**config.mk**
```make
export PLATFORM = sky130hd
export DESIGN_NAME = actuator_matrix_time_slicer_flat
export DESIGN_NICKNAME = d
export VERILOG_FILES = /design/src/hw/rtl/ams_pkg.sv /design/src/hw/rtl/ams_in_if.sv /design/src/hw/rtl/ams_out_if.sv /design/src/hw/rtl/actuator_matrix_time_slicer.sv /design/src/hw/rtl/ams_divider.sv /design/src/flat_wrapper.sv
export SDC_FILE = /design/constraint.sdc
export NUM_CORES = 1
export LEC_CHECK = 0
export BUFFER_PORTS_ARGS = -buffer_cell sky130_fd_sc_hd__buf_2
export CAP_MARGIN = 30
export CORE_ASPECT_RATIO = 1.4
export CORE_MARGIN = 2
export CORE_UTILIZATION = 50
export DETAILED_ROUTE_END_ITERATION = 10
export PLACE_DENSITY = 0.83
export SLEW_MARGIN = 40
export SYNTH_ARGS = -nofsm -noshare
export SYNTH_HDL_FRONTEND = slang
export SYNTH_SLANG_ARGS = --single-unit
```
**constraint.sdc**
```tcl
create_clock -name clk -period 3 [get_ports clk]
set_input_delay 0.15 -clock clk [delete_from_list [all_inputs] [get_ports clk]]
set_output_delay 0.15 -clock clk [all_outputs]
set_load 0.005 [all_outputs]
```
**src/hw/rtl/ams_pkg.sv**
```systemverilog
// ----------------------------------------------------------------------------
// ams_pkg - shared definitions for the actuator matrix time slicer
// Matrix geometry, field widths, register map, sequencer states and the
// status record passed back by the iterative divider.
// ----------------------------------------------------------------------------
`timescale 1ns / 1ps
`default_nettype none

package ams_pkg;

    // Matrix geometry: finger rows by direction columns, stored finger-major
    localparam int NUM_DIRECTIONS = 4;
    localparam int NUM_FINGERS    = 5;
    localparam int NUM_CELLS      = NUM_DIRECTIONS * NUM_FINGERS;

    // Field widths
    localparam int TIME_W  = 16;                       // total and dwell time
    localparam int COUNT_W = $clog2(NUM_CELLS + 1);    // set-cell count
    localparam int STEP_W  = $clog2(TIME_W);           // divider step counter

    // Configuration port
    localparam int ADDR_W    = 3;
    localparam int DATA_W    = 32;
    localparam int REG_IDX_W = ADDR_W - 2;

    localparam logic [TIME_W-1:0] TOTAL_TIME_RESET = TIME_W'(1000);

    typedef enum logic [REG_IDX_W-1:0] {
        REG_TOTAL_SWITCH_TIME = 1'b0,
        REG_INVERT_POLARITY   = 1'b1
    } reg_idx_t;

    // Sequencer states
    typedef enum logic [1:0] {
        ST_IDLE,
        ST_DIVIDE,
        ST_EMIT
    } state_t;

    // Divider status towards the sequencer
    typedef struct packed {
        logic              done;
        logic [TIME_W-1:0] quotient;
    } div_result_t;

endpackage

`default_nettype wire

```
**src/hw/rtl/ams_in_if.sv**
```systemverilog
// ----------------------------------------------------------------------------
// ams_in_if - activation pattern channel
// Valid/ready channel carrying one 20-cell activation pattern per transaction.
// ----------------------------------------------------------------------------
`timescale 1ns / 1ps
`default_nettype none

interface ams_in_if;

    logic                            valid;
    logic                            ready;
    logic [ams_pkg::NUM_CELLS-1:0]   cell_pattern;

    modport source (output valid, output cell_pattern, input ready);
    modport sink   (input valid, input cell_pattern, output ready);

endinterface

`default_nettype wire

```
**src/hw/rtl/ams_out_if.sv**
```systemverilog
// ----------------------------------------------------------------------------
// ams_out_if - drive state channel
// Valid/ready channel carrying one line drive state per transaction.
// ----------------------------------------------------------------------------
`timescale 1ns / 1ps
`default_nettype none

interface ams_out_if;

    logic                                 valid;
    logic                                 ready;
    logic [ams_pkg::NUM_DIRECTIONS-1:0]   direction_lines;
    logic [ams_pkg::NUM_FINGERS-1:0]      finger_lines;
    logic [ams_pkg::TIME_W-1:0]           dwell_time;
    logic                                 empty_pattern;
    logic                                 last_result;

    modport source (
        output valid, output direction_lines, output finger_lines,
        output dwell_time, output empty_pattern, output last_result,
        input  ready
    );
    modport sink (
        input  valid, input direction_lines, input finger_lines,
        input  dwell_time, input empty_pattern, input last_result,
        output ready
    );

endinterface

`default_nettype wire

```
**src/hw/rtl/actuator_matrix_time_slicer.sv**
```systemverilog
// ----------------------------------------------------------------------------
// actuator_matrix_time_slicer - time-multiplexed finger/direction matrix drive
// Counts the set cells of a pattern, divides the total switching time by the
// count and emits one registered drive state per set cell, or one empty state.
// ----------------------------------------------------------------------------
// Sequencing: a non-empty pattern runs the 16 divider steps of the shared
//   restoring divider, then hands over to the emit state, which registers the
//   first result; an empty pattern goes straight to the emit state.
// Throughput: one result per cycle while the sink keeps up; a pattern holds
//   the block until its last result is loaded, and no new one is taken before.
// Reset: rst_n asynchronous, active low; total_switch_time returns to 1000,
//   invert_polarity to 0, the sequencer to idle and the output valid flag to 0.
`timescale 1ns / 1ps
`default_nettype none

module actuator_matrix_time_slicer (
    input  wire logic                        clk,
    input  wire logic                        rst_n,
    ams_in_if.sink                           cells,
    ams_out_if.source                        drive,
    input  wire logic                        psel,
    input  wire logic                        penable,
    input  wire logic                        pwrite,
    input  wire logic [ams_pkg::ADDR_W-1:0]  paddr,
    input  wire logic [ams_pkg::DATA_W-1:0]  pwdata,
    output logic      [ams_pkg::DATA_W-1:0]  prdata,
    output logic                             pready
);

    localparam int ND = ams_pkg::NUM_DIRECTIONS;
    localparam int NF = ams_pkg::NUM_FINGERS;
    localparam int NC = ams_pkg::NUM_CELLS;

    // Configuration registers
    logic [ams_pkg::TIME_W-1:0]   total_reg;
    logic                         invert_reg;
    ams_pkg::reg_idx_t            reg_idx;

    // Sequencer
    ams_pkg::state_t              state_reg, state_next;
    logic [NC-1:0]                mask_reg, mask_next;
    logic                         empty_reg, empty_next;
    logic                         div_start;
    logic                         load_out;
    logic                         out_free;
    logic [ams_pkg::COUNT_W-1:0]  cell_count;
    ams_pkg::div_result_t         div_res;

    // Cell selection
    logic [NC-1:0]                lowest;
    logic [NC-1:0]                mask_rest;
    logic                         is_last;
    logic [ND-1:0]                dir_hot;
    logic [NF-1:0]                fing_hot;
    logic [ND-1:0]                idle_dir;
    logic [NF-1:0]                idle_fing;

    // Output register
    logic                         out_valid_reg;
    logic [ND-1:0]                out_dir_reg;
    logic [NF-1:0]                out_fing_reg;
    logic [ams_pkg::TIME_W-1:0]   out_dwell_reg;
    logic                         out_empty_reg;
    logic                         out_last_reg;

    // ---------------- configuration port ----------------
    assign pready  = 1'b1;
    assign reg_idx = ams_pkg::reg_idx_t'(paddr[ams_pkg::ADDR_W-1:2]);

    always_ff @(posedge clk or negedge rst_n)
    begin
        if (!rst_n)
        begin
            total_reg  <= ams_pkg::TOTAL_TIME_RESET;
            invert_reg <= 1'b0;
        end
        else if (psel && penable && pwrite && pready)
        begin
            case (reg_idx)
                ams_pkg::REG_TOTAL_SWITCH_TIME: total_reg  <= pwdata[ams_pkg::TIME_W-1:0];
                ams_pkg::REG_INVERT_POLARITY:   invert_reg <= pwdata[0];
                default: ;
            endcase
        end
    end

    // Read-back
    always_comb
    begin
        case (reg_idx)
            ams_pkg::REG_TOTAL_SWITCH_TIME:
                prdata = {{(ams_pkg::DATA_W - ams_pkg::TIME_W){1'b0}}, total_reg};
            ams_pkg::REG_INVERT_POLARITY:
                prdata = {{(ams_pkg::DATA_W - 1){1'b0}}, invert_reg};
            default:
                prdata = '0;
        endcase
    end

    // ---------------- shared divider ----------------
    assign cell_count = ams_pkg::COUNT_W'($countones(cells.cell_pattern));

    ams_divider u_divider (
        .clk      (clk),
        .rst_n    (rst_n),
        .start    (div_start),
        .dividend (total_reg),
        .divisor  (cell_count),
        .result   (div_res)
    );

    // ---------------- cell selection ----------------
    // Lowest set cell of the remaining mask gives scan order finger then direction
    always_comb
    begin
        lowest    = mask_reg & (~mask_reg + 1'b1);
        mask_rest = mask_reg & ~lowest;
        is_last   = empty_reg || (mask_rest == '0);
        for (int d = 0; d < ND; d++)
        begin
            dir_hot[d] = 1'b0;
            for (int f = 0; f < NF; f++)
                dir_hot[d] = dir_hot[d] | lowest[f*ND + d];
        end
        for (int f = 0; f < NF; f++)
            fing_hot[f] = |lowest[f*ND +: ND];
        idle_dir  = invert_reg ? '1 : '0;
        idle_fing = invert_reg ? '0 : '1;
    end

    // ---------------- sequencer ----------------
    assign out_free    = !out_valid_reg || drive.ready;
    assign cells.ready = (state_reg == ams_pkg::ST_IDLE);

    always_ff @(posedge clk or negedge rst_n)
    begin
        if (!rst_n)
            state_reg <= ams_pkg::ST_IDLE;
        else
            state_reg <= state_next;
    end

    always_ff @(posedge clk)
    begin
        mask_reg  <= mask_next;
        empty_reg <= empty_next;
    end

    always_comb
    begin
        state_next = state_reg;
        mask_next  = mask_reg;
        empty_next = empty_reg;
        div_start  = 1'b0;
        load_out   = 1'b0;
        case (state_reg)
            ams_pkg::ST_IDLE:
            begin
                if (cells.valid)
                begin
                    mask_next  = cells.cell_pattern;
                    empty_next = (cells.cell_pattern == '0);
                    if (cells.cell_pattern == '0)
                        state_next = ams_pkg::ST_EMIT;
                    else
                    begin
                        div_start  = 1'b1;
                        state_next = ams_pkg::ST_DIVIDE;
                    end
                end
            end
            ams_pkg::ST_DIVIDE:
            begin
                if (div_res.done)
                    state_next = ams_pkg::ST_EMIT;
            end
            ams_pkg::ST_EMIT:
            begin
                if (out_free)
                begin
                    load_out  = 1'b1;
                    mask_next = mask_rest;
                    if (is_last)
                        state_next = ams_pkg::ST_IDLE;
                end
            end
            default:
                state_next = ams_pkg::ST_IDLE;
        endcase
    end

    // ---------------- output register ----------------
    always_ff @(posedge clk or negedge rst_n)
    begin
        if (!rst_n)
            out_valid_reg <= 1'b0;
        else if (load_out)
            out_valid_reg <= 1'b1;
        else if (drive.ready)
            out_valid_reg <= 1'b0;
    end

    always_ff @(posedge clk)
    begin
        if (load_out)
        begin
            out_dir_reg   <= idle_dir ^ (empty_reg ? '0 : dir_hot);
            out_fing_reg  <= idle_fing ^ (empty_reg ? '0 : fing_hot);
            out_dwell_reg <= empty_reg ? '0 : div_res.quotient;
            out_empty_reg <= empty_reg;
            out_last_reg  <= is_last;
        end
    end

    assign drive.valid           = out_valid_reg;
    assign drive.direction_lines = out_dir_reg;
    assign drive.finger_lines    = out_fing_reg;
    assign drive.dwell_time      = out_dwell_reg;
    assign drive.empty_pattern   = out_empty_reg;
    assign drive.last_result     = out_last_reg;

    // ---------------- assertions ----------------
    // A taken pattern closes the input until its results are scheduled
    a_busy_after_accept: assert property (@(posedge clk) disable iff (!rst_n)
        cells.valid && cells.ready |=> !cells.ready)
        else $error("input ready straight after a pattern transaction");

    // Divider finishes only while the sequencer waits for it
    a_div_done_state: assert property (@(posedge clk) disable iff (!rst_n)
        div_res.done |-> state_reg == ams_pkg::ST_DIVIDE)
        else $error("divider done outside the divide state");

    // A drive state loaded from a non-empty scan has exactly one active line of each kind
    a_single_cell: assert property (@(posedge clk) disable iff (!rst_n)
        load_out && !empty_reg |=> $onehot(drive.direction_lines ^ idle_dir)
                                   && $onehot(drive.finger_lines ^ idle_fing))
        else $error("drive state selects more or fewer than one cell");

    // The empty result is always the final one
    a_empty_last: assert property (@(posedge clk) disable iff (!rst_n)
        drive.valid && drive.empty_pattern |-> drive.last_result)
        else $error("empty-pattern result not marked last");

endmodule

`default_nettype wire

```
**src/hw/rtl/ams_divider.sv**
```systemverilog
// ----------------------------------------------------------------------------
// ams_divider - iterative restoring divider
// Divides the total time by the set-cell count, one quotient bit per cycle.
// The quotient stays valid after done until the next start.
// ----------------------------------------------------------------------------
`timescale 1ns / 1ps
`default_nettype none

module ams_divider (
    input  wire logic                        clk,
    input  wire logic                        rst_n,
    input  wire logic                        start,
    input  wire logic [ams_pkg::TIME_W-1:0]  dividend,
    input  wire logic [ams_pkg::COUNT_W-1:0] divisor,
    output ams_pkg::div_result_t             result
);

    logic                          busy_reg;
    logic                          done_reg;
    logic [ams_pkg::STEP_W-1:0]    step_reg;
    logic [ams_pkg::TIME_W-1:0]    quo_reg;
    logic [ams_pkg::COUNT_W-1:0]   rem_reg;
    logic [ams_pkg::COUNT_W-1:0]   div_reg;

    logic [ams_pkg::COUNT_W:0]     trial;
    logic [ams_pkg::COUNT_W:0]     diff;
    logic                          fits;

    // One restoring step: shift in the next dividend bit, subtract if it fits
    always_comb
    begin
        trial = {rem_reg, quo_reg[ams_pkg::TIME_W-1]};
        diff  = trial - {1'b0, div_reg};
        fits  = (trial >= {1'b0, div_reg});
    end

    // Control
    always_ff @(posedge clk or negedge rst_n)
    begin
        if (!rst_n)
        begin
            busy_reg <= 1'b0;
            done_reg <= 1'b0;
            step_reg <= '0;
        end
        else
        begin
            done_reg <= busy_reg && (step_reg == ams_pkg::STEP_W'(ams_pkg::TIME_W - 1));
            if (start)
            begin
                busy_reg <= 1'b1;
                step_reg <= '0;
            end
            else if (busy_reg)
            begin
                step_reg <= step_reg + 1'b1;
                if (step_reg == ams_pkg::STEP_W'(ams_pkg::TIME_W - 1))
                    busy_reg <= 1'b0;
            end
        end
    end

    // Datapath; remainder stays below the divisor so it fits COUNT_W bits
    always_ff @(posedge clk)
    begin
        if (start)
        begin
            quo_reg <= dividend;
            rem_reg <= '0;
            div_reg <= divisor;
        end
        else if (busy_reg)
        begin
            quo_reg <= {quo_reg[ams_pkg::TIME_W-2:0], fits};
            rem_reg <= fits ? diff[ams_pkg::COUNT_W-1:0] : trial[ams_pkg::COUNT_W-1:0];
        end
    end

    assign result.done     = done_reg;
    assign result.quotient = quo_reg;

endmodule

`default_nettype wire

```
**src/flat_wrapper.sv**
```systemverilog
// flat-port wrapper written by rule: the top's interface ports become plain ports
module actuator_matrix_time_slicer_flat 
  (clk, rst_n, psel, penable, pwrite, paddr, pwdata, prdata, pready, cells_valid, cells_cell_pattern, cells_ready, drive_valid, drive_direction_lines, drive_finger_lines, drive_dwell_time, drive_empty_pattern, drive_last_result, drive_ready);
  ams_in_if cells_i ();
  ams_out_if drive_i ();
  input  wire logic clk;
  input  wire logic rst_n;
  input  wire logic psel;
  input  wire logic penable;
  input  wire logic pwrite;
  input  wire logic [ams_pkg::ADDR_W-1:0] paddr;
  input  wire logic [ams_pkg::DATA_W-1:0] pwdata;
  output logic      [ams_pkg::DATA_W-1:0] prdata;
  output logic pready;
  input wire logic [$bits(cells_i.valid)-1:0] cells_valid;
  input wire logic [$bits(cells_i.cell_pattern)-1:0] cells_cell_pattern;
  output wire logic [$bits(cells_i.ready)-1:0] cells_ready;
  output wire logic [$bits(drive_i.valid)-1:0] drive_valid;
  output wire logic [$bits(drive_i.direction_lines)-1:0] drive_direction_lines;
  output wire logic [$bits(drive_i.finger_lines)-1:0] drive_finger_lines;
  output wire logic [$bits(drive_i.dwell_time)-1:0] drive_dwell_time;
  output wire logic [$bits(drive_i.empty_pattern)-1:0] drive_empty_pattern;
  output wire logic [$bits(drive_i.last_result)-1:0] drive_last_result;
  input wire logic [$bits(drive_i.ready)-1:0] drive_ready;
  assign cells_i.valid = cells_valid;
  assign cells_i.cell_pattern = cells_cell_pattern;
  assign cells_ready = cells_i.ready;
  assign drive_valid = drive_i.valid;
  assign drive_direction_lines = drive_i.direction_lines;
  assign drive_finger_lines = drive_i.finger_lines;
  assign drive_dwell_time = drive_i.dwell_time;
  assign drive_empty_pattern = drive_i.empty_pattern;
  assign drive_last_result = drive_i.last_result;
  assign drive_i.ready = drive_ready;
  actuator_matrix_time_slicer u_core (.clk(clk), .rst_n(rst_n), .cells(cells_i), .drive(drive_i), .psel(psel), .penable(penable), .pwrite(pwrite), .paddr(paddr), .pwdata(pwdata), .prdata(prdata), .pready(pready));
endmodule
```
==> impl_metrics.toml <==
[run_status]
outcome = "complete, but fails checks"
violations = "negative setup slack"

[final_layout]
areaGrowthSynthToFinish_pct = 19.5
postLayoutCellArea_sq_um = 6910
antenna_cells = 0
final_util = 0.612
largest_reg_flops = 20
drive_gt1_frac = 0.290
nets = 757

[timing]
timing.fmax_ghz = 0.308
fin_crit_ps = 3240
fin_skew_ps = 9.29
tns_ps = -643
hold_violations = 0
maxSlewHeadroom = 0.457
finalCritPeriodShare = 1.08
worst_pin_slew_ps = 813
rsz0062_at_grt = "yes"
final-max-slew-violation-count = 0
fin_ws_ps = -243
setup_viol = 4

[global_route]
grt_max_degree = 30
grt_pass1_vias = 4209
grt_pass1_wl_microns = 20300
grt-ovfl-total = 0
grt.total_usage = 0.210
antenna_found_initial = 0

[critical_path]
slowest_stage = "fa_2"
start_kind = "input port"
end_kind = "flip-flop"
crit_arrival_ps = 3350
slowest_delay_ps = 570
path_max_fanout = 3
critPathKind = "input port to flip-flop"
worst-path-buf-inv = 6
cp.required_ps = 3110
crit_chain = "buf_8, inv_4, ha_4, inv_2, fa_2, inv_2, fa_2, inv_2, fa_2, fa_1, inv_2, fa_2, a21o_1, a21o_1"
path_delay_family = "adder cells"

[die]
core_area_sq_um = 11300
dieArea_sq_um = 12400
num_io_pins = 124
die_width_microns = 94.9
initial_core_util = 0.512
die_h_microns = 131
std_cell_rows = 46

[route]
viasPerCell = 5.38
vias = 4302
drc_errors = 0
dr.first_iter.drc_count = 309
wl_microns = 12400
wl_per_cell_microns = 15.6
drt_pass1_iterations = 4
ant_nets = 0

[logic_synthesis]
synth_top_area_share = 0.358
ys_ff_latch = 100
synth_edf_count = 69
synth-adder-area-share = 0.119
synth_area_per_cell_sq_um = 10.5
synth_xor_area_frac = 0.0242
ys.warnings.count = 0
synth_area_sq_um = 5780
synth_mux_area_frac = 0.0405
ys.flop_type = "edfxtp_1"
synthTopCellsByCount = "73 x nand2_1, 69 x edfxtp_1, 59 x inv_1, 33 x nor2b_1, 30 x ha_1"
synth_compound_gate_area_share = 0.0805
synth_cell_types = 54
postSynth.asyncResetShare = 0.260
yosys.area.top_type = "edfxtp_1"
synth_simple_gate_area_share = 0.168
synth.most_common_cell = "nand2_1"
synth.area.top_cells = "edfxtp_1 36%, dfrtp_1 8.7%, ha_1 6.5%"
seq_area_frac_synth = 0.490
synth_cells = 551
synth_top_family_by_area = "simple AND/OR/NAND/NOR gates"

[place]
place_hpwl_microns = 9370
pre_cts_ws_ps = -763
portBuffers = 88
place_area_sq_um = 6430
routabilityCongestion = 0.910

[flow_run]
cap_viol_max_count = 0

[clocking]
clk_pin_slew_ps = 70
cts_tree = "yes"
cts_root_buf = "clkbuf_16"
clk_path_buf_depth = 2
htree_levels = 3
clock_latency_ps = 350
cts_sinks = 100
cts_made_buffers = 9

[power_and_ir_drop]
vdd.ir_drop.worst_v = 0.000476
power_density_nw_per_um2 = 768
power_leakage_nw = 3.01

[hold_path]
hold_path.class = "input port to flip-flop"
## placed cells by master, fill, tap and decap left out, types with 9 or more instances in the layout
cell       count
inv_2         12
nor2b_1       33
fa_1          11
buf_4         24
conb_1        17
nand2_1       73
edfxtp_1      69
a21oi_1       17
dfrtp_1       20
nor2_1        27
mux2_2        19
nor3_1        12
inv_1         41
xnor2_1        9
nand3_1       10
clkbuf_16      9
ha_1          25
buf_2         79
o21ai_0       22
## repair_timing
action | 4_1_cts | 5_1_grt
pin swaps | 11 | 6
setup buffers | 4 | 1
gates resized for setup | 24 | 6
cloned | 0 | 0
endpoints found under the setup margin | 4 | 4
endpoints found under the hold margin | 20 | 0
hold buffers | 1 | 0
## path summary, 6_finish.rpt
kind / from / end / slack, ps / cells past startpoint
worst max-delay path: cells_cell_pattern[15] / u_core.u_divider.div_reg[4] / -240 / 14
min in group asynchronous: rst_n / u_core.total_reg[10] / 340 / 2
worst min register to register: u_core.u_divider.done_reg / u_core.state_reg[0] / 470 / 1
worst max register to register: u_core.mask_reg[13] / u_core.drive.last_result / 500 / 6
max in group asynchronous: rst_n / u_core.drive.valid / 2280 / 2
worst min-delay path: pwdata[2] / u_core.total_reg[2] / 30 / 2
## metrics by stage
stage / cells / total power, W / hold slack, ps
floorplan: 566 / 0.00354 / -146
global placement: 775 / 0.00395 / 171
detailed placement: 776 / 0.00411 / 177
CTS: 797 / 0.00532 / 21.0
global route: 799 / 0.00566 / 15.0
finish: 799 / 0.00531 / 26.4
## cell type report
class                           instances  area (sq um)
Clock buffer                           10           229
Fill cell                             915          4380
Inverter                               60           255
Timing Repair Buffer                  113           698
Clock inverter                          6          72.6
Sequential cell                       100          2830
Multi-Input combinational cell        366          2640
Tap cell                              144           180
## worst register-to-register path: stages, from the launching register on
cell and delay (ps):
edfxtp_1 520, nor4_2 480, nand2_1 170, or3_1 510, maj3_2 340, o32ai_2 160, a31o_1 190
## where the power goes
group	internal [W]	switching [W]	total, W
clock	0.000657	0.000512	0.00117
combinational	0.000885	0.000975	0.00186
sequential	0.00197	0.000305	0.00228
total	0.00351	0.00179	0.00531
## per-layer routing
layer | global-route usage | vias up | routed length, microns
met4 | 0.0998 | 0 | 403
met1 | 0.252 | 2072 | 4870
met5 | 0 | - | 0
met3 | 0.0505 | 35 | 599
met2 | 0.348 | 155 | 6560
li1 | - | 2040 | -
## kinds of logic (layout without fill, tap and decap cells)
group / count (synthesis) / after routing
mux: 21 / 21
simple gates: 192 / 192
buf+inv: 100 / 189
xor+xnor: 16 / 16
flops: 100 / 100
compound gates: 74 / 74
fa+ha+maj: 46 / 46
other cells: 2 / 17
Power figures use the tool's default switching activity.
